$ cat src/skfk_pkg.sv
// ----------------------------------------------------------------------------
// skfk_pkg
// Shared types and constants of the skeleton forward kinematics core.
// ----------------------------------------------------------------------------
package skfk_pkg;

  localparam logic [7:0]         ROOT_MARK = 8'd255;
  localparam logic signed [15:0] Q_ONE     = 16'sd16384;

  typedef enum logic [2:0] {
    OP_CLEAR    = 3'd0,
    OP_LOAD     = 3'd1,
    OP_COUNT    = 3'd2,
    OP_ORIENT   = 3'd3,
    OP_SOLVE    = 3'd4,
    OP_READ     = 3'd5
  } opcode_t;

  typedef enum logic [1:0] {
    ST_DONE      = 2'd0,
    ST_REJECTED  = 2'd1,
    ST_NOT_FOUND = 2'd2
  } status_t;

  typedef struct packed {
    logic [7:0]  parent;
    logic [7:0]  node;
    logic [15:0] len;
  } bone_t;

  typedef struct packed {
    logic signed [15:0] w;
    logic signed [15:0] x;
    logic signed [15:0] y;
    logic signed [15:0] z;
  } quat_t;

  typedef struct packed {
    logic signed [23:0] x;
    logic signed [23:0] y;
    logic signed [23:0] z;
  } pos_t;

  typedef struct packed {
    quat_t q;
    pos_t  p;
  } joint_t;

endpackage

$ cat src/skfk_bone_mem.sv
// ----------------------------------------------------------------------------
// skfk_bone_mem
// Bone table memory (parent, node id, length) with per-entry valid bits.
// ----------------------------------------------------------------------------
module skfk_bone_mem #(
  parameter int DEPTH = 32,
  parameter int AW    = 5
) (
  input  logic            clk,
  input  logic            rst_n,
  input  logic            clr,
  input  logic            we,
  input  logic [AW-1:0]   waddr,
  input  skfk_pkg::bone_t wdata,
  input  logic [AW-1:0]   raddr,
  output skfk_pkg::bone_t rdata
);

  skfk_pkg::bone_t  mem [DEPTH];
  skfk_pkg::bone_t  q_r;
  logic             q_vld_r;
  logic [DEPTH-1:0] vld_r;

  always_ff @(posedge clk) begin
    if (we) begin
      mem[waddr] <= wdata;
    end
    q_r <= mem[raddr];
  end

  always_ff @(posedge clk) begin
    if (!rst_n) begin
      vld_r   <= '0;
      q_vld_r <= 1'b0;
    end else begin
      q_vld_r <= vld_r[raddr];
      if (clr) begin
        vld_r <= '0;
      end else if (we) begin
        vld_r[waddr] <= 1'b1;
      end
    end
  end

  // Entries never written since the last clear read as zero.
  assign rdata = q_vld_r ? q_r : '0;

endmodule

$ cat config.mk
export PLATFORM = sky130hd
export DESIGN_NAME = skfk_bone_mem
export DESIGN_NICKNAME = d
export VERILOG_FILES = /design/src/skfk_pkg.sv /design/src/skfk_bone_mem.sv
export SDC_FILE = /design/constraint.sdc
export NUM_CORES = 1
export LEC_CHECK = 0
export ABC_CLOCK_PERIOD_IN_PS = 9150
export BUFFER_PORTS_ARGS = -buffer_cell sky130_fd_sc_hd__buf_4
export CAP_MARGIN = 20
export CELL_PAD_IN_SITES_DETAIL_PLACEMENT = 1
export CELL_PAD_IN_SITES_GLOBAL_PLACEMENT = 1
export CORE_MARGIN = 1.5
export CORE_UTILIZATION = 44
export CTS_CLUSTER_DIAMETER = 120
export DETAILED_ROUTE_END_ITERATION = 12
export PLACE_DENSITY = 0.74
export SLEW_MARGIN = 10
export SYNTH_ARGS = -nofsm -noshare
export SYNTH_HDL_FRONTEND = slang
export SYNTH_SLANG_ARGS = --single-unit
$ cat constraint.sdc
create_clock -name clk -period 9.15 [get_ports clk]
set_clock_uncertainty 0.1 [all_clocks]
set_input_delay 1.3725 -clock clk [delete_from_list [all_inputs] [get_ports clk]]
set_output_delay 1.3725 -clock clk [all_outputs]
set_load 0.01 [all_outputs]
Word level (Yosys, flattened, before mapping)
Memories as Yosys holds them, arrays and structs flattened. A register that Yosys moved wholly into a read port is not among the register bits.
Index checks and enable logic that the tools add are counted.
- bits in registers: 33
- bits in writable memories: 1024
- bits of input ports: 46
- output and inout port bits: 32
- word-level logic and storage cells: 17
- memories: 1
- memory list (name ; words ; width ; rd ports ; clocked after Yosys merged registers in ; wr ports ; RTL line ; source):
    mem ; 32 ; 32 ; 1 ; 1 ; 1 ; skfk_bone_mem.sv:19 ; skfk_pkg::bone_t mem [DEPTH];
- order comparisons: 3
- muxes and demuxes: 7
- bitwise operators: 2
- reductions and logical operators: 2
- operator list (cell ; number):
    $mux 32 ; 1
    $or 32x32->32 ; 1
    $lt 5x6->1 const B ; 2
    $bmux 1 s5 ; 1
    $demux 1 s5 ; 1
    $ge 5x1->1 const B ; 1
    $mux 1 ; 4
    $reduce_or 2->1 ; 1
    $logic_and 1x1->1 ; 1
    $not 1->1 ; 1

Depth between registers and ports, before layout
- depth in word-level cells: 5
- gate-level depth with buffers: 7

Worst setup path after synthesis
No wires, ideal clock.
- path kind: input -> register
- from: in waddr[0]
- to: mem mem[12][0] in the netlist's numbering, enable pin
- library setup time: 0.423 ns
- data arrival time: 3.417 ns
- data required time: 8.627 ns
- path slack: 5.211 ns
- stages: 3
- buffers on the path: 1
- cells stage by stage: or3b_2 clkbuf_1 nor2_1
- RTL lines (item ; RTL line ; source):
    start: declaration ; skfk_bone_mem.sv:13 ; input logic [AW-1:0] waddr,
    end: declaration ; skfk_bone_mem.sv:19 ;
Straight into the memory's write port.

==> results.py <==
metrics = {
    "outcome": {
        "run_status": "finished, final reports clean",
    },
    "critical_path": {
        "reg2regPathDepth": 3,
        "timing.critical_path.to": "q_r[24]",
        "cpMostUsedCell": "sky130_fd_sc_hd__mux4_2",
        "worstSetupPathDepth": 5,
        "flop2flop_setup_slack_ps": 7200,
        "crit_required_ps": 9610,
        "timing_worst_setup_path_type": "in2reg",
        "timing.critical_path.slowest_stage_cell": "sky130_fd_sc_hd__buf_4",
        "worstPathBufferInverterCount": 2,
        "critical_path.cell_chain": "buf_8, buf_4, mux4_2, mux4_2, mux2_2",
        "reg2reg_to": "q_r[5]",
        "cp_max_fo": 66,
        "cp_data_arrival_time_ps": 4350,
        "start_kind": "primary input",
        "highest_cell_delay_on_the_worst_timing_path_ps": 880,
        "critical_path.startpoint": "raddr[0]",
        "critical_register_to_register_path_startpoint": "mem[31][5]",
        "critical-path-top-delay-family": "multiplexers",
        "worstSetupEndpointType": "flip-flop",
    },
    "cts": {
        "clock_tree.htree_level_count": 3,
        "max-clock-path-buffers": 3,
        "post_cts.repair.setup_buffers": 0,
        "post_cts_resize_count": 0,
        "hold_buffers_post_cts": 0,
        "cts-buffers-inserted": 107,
        "tritoncts": "built",
        "cts.clk_slew.worst_paths_ps": 60,
        "clock_tree.root_cell": "sky130_fd_sc_hd__clkbuf_16",
        "clock_insertion_delay_worst_skew_ps": 680,
        "tritoncts_num_sinks": 1089,
    },
    "synth": {
        "synth-edff-count": 1024,
        "synth-main-ff-cell": "sky130_fd_sc_hd__edfxtp_1",
        "syn-cell-area_um2": 40990,
        "yosys_register_bits": 1089,
        "synth.distinct_cells": 25,
        "synth_nets": 1707,
        "synth_area_per_cell_um2": 24.68,
        "ys.warnings.count": 0,
        "ys_seq_area_frac": 0.7819,
        "synth-async-reset-ratio": 0,
        "syn_inst": 1661,
    },
    "layout": {
        "nNetsFinal": 1851,
        "fillerInstances": 7915,
        "final_cell_area_um2": 46950,
        "synthToLayoutAreaGrowth_pct": 14.53,
        "final_layout_size_suffix_gt1_frac": 0.3634,
        "final_core_utilization": 0.5107,
    },
    "sta": {
        "finalSetupTns_ps": 0,
        "timing_hold_violations_final": 0,
        "max_clock_freq_ghz": 0.2571,
        "setup_violations": 0,
        "finalWorstPathRequiredPeriod_ps": 3890,
        "rsz0062_at_grt": "no",
        "fin_hold_ws_ps": 366.3,
        "timing.slew.headroom": 0.2291,
        "fin_crit_sh": 0.4251,
        "timing_max_transition_violations_final": 0,
        "worst_pin_slew_ps": 1154,
    },
    "placed_design": {
        "port_buffers": 77,
        "dpl.hpwl_mm": 53.03,
        "routabilityCongestion": 0.7243,
        "place_area_um2": 43280,
    },
    "die": {
        "start_util": 0.4459,
        "rows": 111,
        "die_w_um": 308.2,
        "ioPinCount": 78,
        "core_area_um2": 91940,
        "fp.dieArea_um2": 95010,
        "die_height_um": 308.2,
    },
    "global_route": {
        "grt_pass1_wl_mm": 144.9,
        "globalRoute.totalOverflow": 0,
        "groute.usage.overall": 0.2180,
        "grt_start_max_net_pins": 129,
        "initial_antenna_violation_count": 7,
        "via_count_of_the_first_global_routing_pass": 19930,
    },
    "routing": {
        "wl_per_cell_um": 32.29,
        "routed_wl_mm": 101.4,
        "vias_after_detailed_routing": 18700,
        "antenna_left": 0,
        "post_drt_via_cell_ratio": 5.954,
        "drt_drc_violations_left": 0,
        "drt_iter0_markers": 1887,
        "drt_first_pass_iters": 5,
    },
    "pwr": {
        "seqPwrFrac": 0.529,
        "netSwitchingPower_mw": 2.158,
        "netSwitchingFraction": 0.2057,
        "p_int_mw": 8.335,
        "power.ir.vdd_worst_mv": 0.1626,
        "pwr_dens_nw_per_um2": 223.5,
        "power.static_leakage_nw": 14.68,
        "power.share.combinational": 0.045,
        "power.share.clock": 0.426,
    },
    "flow_run": {
        "drv.max_cap_violation_count": 0,
    },
    "worst_hold_path": {
        "hold_class": "reg2reg",
    },
}
## logic make-up after synthesis
kind of cell           Yosys count  share of synthesized area
and+or+nand+nor                 86                    0.01126
muxes                          364                     0.1894
DFF                           1089                     0.7819
AOI/OAI and AO/OA               36                   0.006684
buffers and inverters           86                    0.01077
## power groups by stage
stage	Combinational [mW]	Sequential [mW]	Clock, mW
after floorplan	0.293	5.64	0
after global placement	0.458	5.65	0
after detailed placement	0.474	5.66	0
after CTS	0.476	5.55	4.54
after global routing	0.501	5.56	4.68
final	0.471	5.55	4.47
## area by class of cell
type,instances,area (um^2),area share
antenna,1,2.502,0.00005330
clock buffer,134,2912,0.06201
clock inverter,66,681.9,0.01452
multi-input combinational,486,8743,0.1862
sequential,1089,32050,0.6827
tap,1243,1555,0.03312
timing repair buffer,121,1005,0.02140
## through the flow
stage,total power [mW],instances,worst slack (ps)
global placement,6.110,2936,4595
global route,10.74,3139,5056
CTS,10.57,3136,5240
floorplan,5.933,1661,5211
finish,10.49,3140,5260
detailed placement,6.132,2936,4525
## worst min-delay path by stage
stage / startpoint / end / slack, ps / cells past startpoint
final: vld_r[12] / vld_r[12] / 370 / 1
after floorplan: vld_r[8] / vld_r[8] / 330 / 1
after global routing: vld_r[26] / vld_r[26] / 390 / 1
after detailed placement: vld_r[8] / vld_r[8] / 360 / 1
after CTS: vld_r[20] / vld_r[20] / 370 / 1
after global placement: vld_r[20] / vld_r[20] / 340 / 1
## layer usage
layer,share of wire,GRT usage
met3,0.087,0.04460
met2,0.51,0.3633
met4,0.026,0.06702
met1,0.38,0.2902
met5,0.00060,0
## synthesized netlist by cell type, drive strengths merged (4+ instances only)
| library cell | count | area, um^2 |
|---|---|---|
| buf | 43 | 280.3 |
| and2 | 32 | 200.2 |
| edfxtp | 1024 | 30750 |
| o21a | 32 | 240.2 |
| nand3b | 5 | 37.54 |
| clkbuf | 43 | 161.4 |
| mux2i | 4 | 40.04 |
| mux4 | 326 | 7342 |
| dfxtp | 65 | 1301 |
| nor2 | 34 | 127.6 |
| nor2b | 4 | 25.02 |
| mux2 | 34 | 382.9 |
## layout by cell type, fill, tap and decap left out, types with 2 or more instances in the layout
cell type,netlist,routed
sky130_fd_sc_hd__and2_1,32,32
sky130_fd_sc_hd__buf_12,0,3
sky130_fd_sc_hd__buf_16,0,2
sky130_fd_sc_hd__buf_4,20,113
sky130_fd_sc_hd__buf_8,0,2
sky130_fd_sc_hd__bufinv_16,0,12
sky130_fd_sc_hd__clkbuf_1,43,16
sky130_fd_sc_hd__clkbuf_16,0,109
sky130_fd_sc_hd__clkbuf_8,0,9
sky130_fd_sc_hd__clkinv_1,0,13
sky130_fd_sc_hd__clkinv_2,0,28
sky130_fd_sc_hd__clkinv_4,0,3
sky130_fd_sc_hd__clkinvlp_4,0,2
sky130_fd_sc_hd__dfxtp_1,65,64
sky130_fd_sc_hd__edfxtp_1,1024,1024
sky130_fd_sc_hd__inv_6,0,5
sky130_fd_sc_hd__mux2_2,34,34
sky130_fd_sc_hd__mux2i_1,4,4
sky130_fd_sc_hd__mux4_2,326,326
sky130_fd_sc_hd__nand2_1,2,2
sky130_fd_sc_hd__nand3_1,2,2
sky130_fd_sc_hd__nand3b_1,5,5
sky130_fd_sc_hd__nor2_1,34,2
sky130_fd_sc_hd__nor2_4,0,32
sky130_fd_sc_hd__nor2b_1,4,3
sky130_fd_sc_hd__nor3b_1,2,2
sky130_fd_sc_hd__o21a_1,32,32
sky130_fd_sc_hd__or3b_2,3,3
## sequential cells by signal, indices dropped and copies added (netlist names)
name and flops:
mem 1024, q_r 32, vld_r 32, q_vld_r 1
## worst register-to-register path, cell delays in order (launching register included)
cell	delay, ps
sky130_fd_sc_hd__edfxtp_1	390
sky130_fd_sc_hd__mux4_2	500
sky130_fd_sc_hd__mux4_2	540
sky130_fd_sc_hd__mux2_2	300
Note: power is estimated with default switching activity, not from simulation.
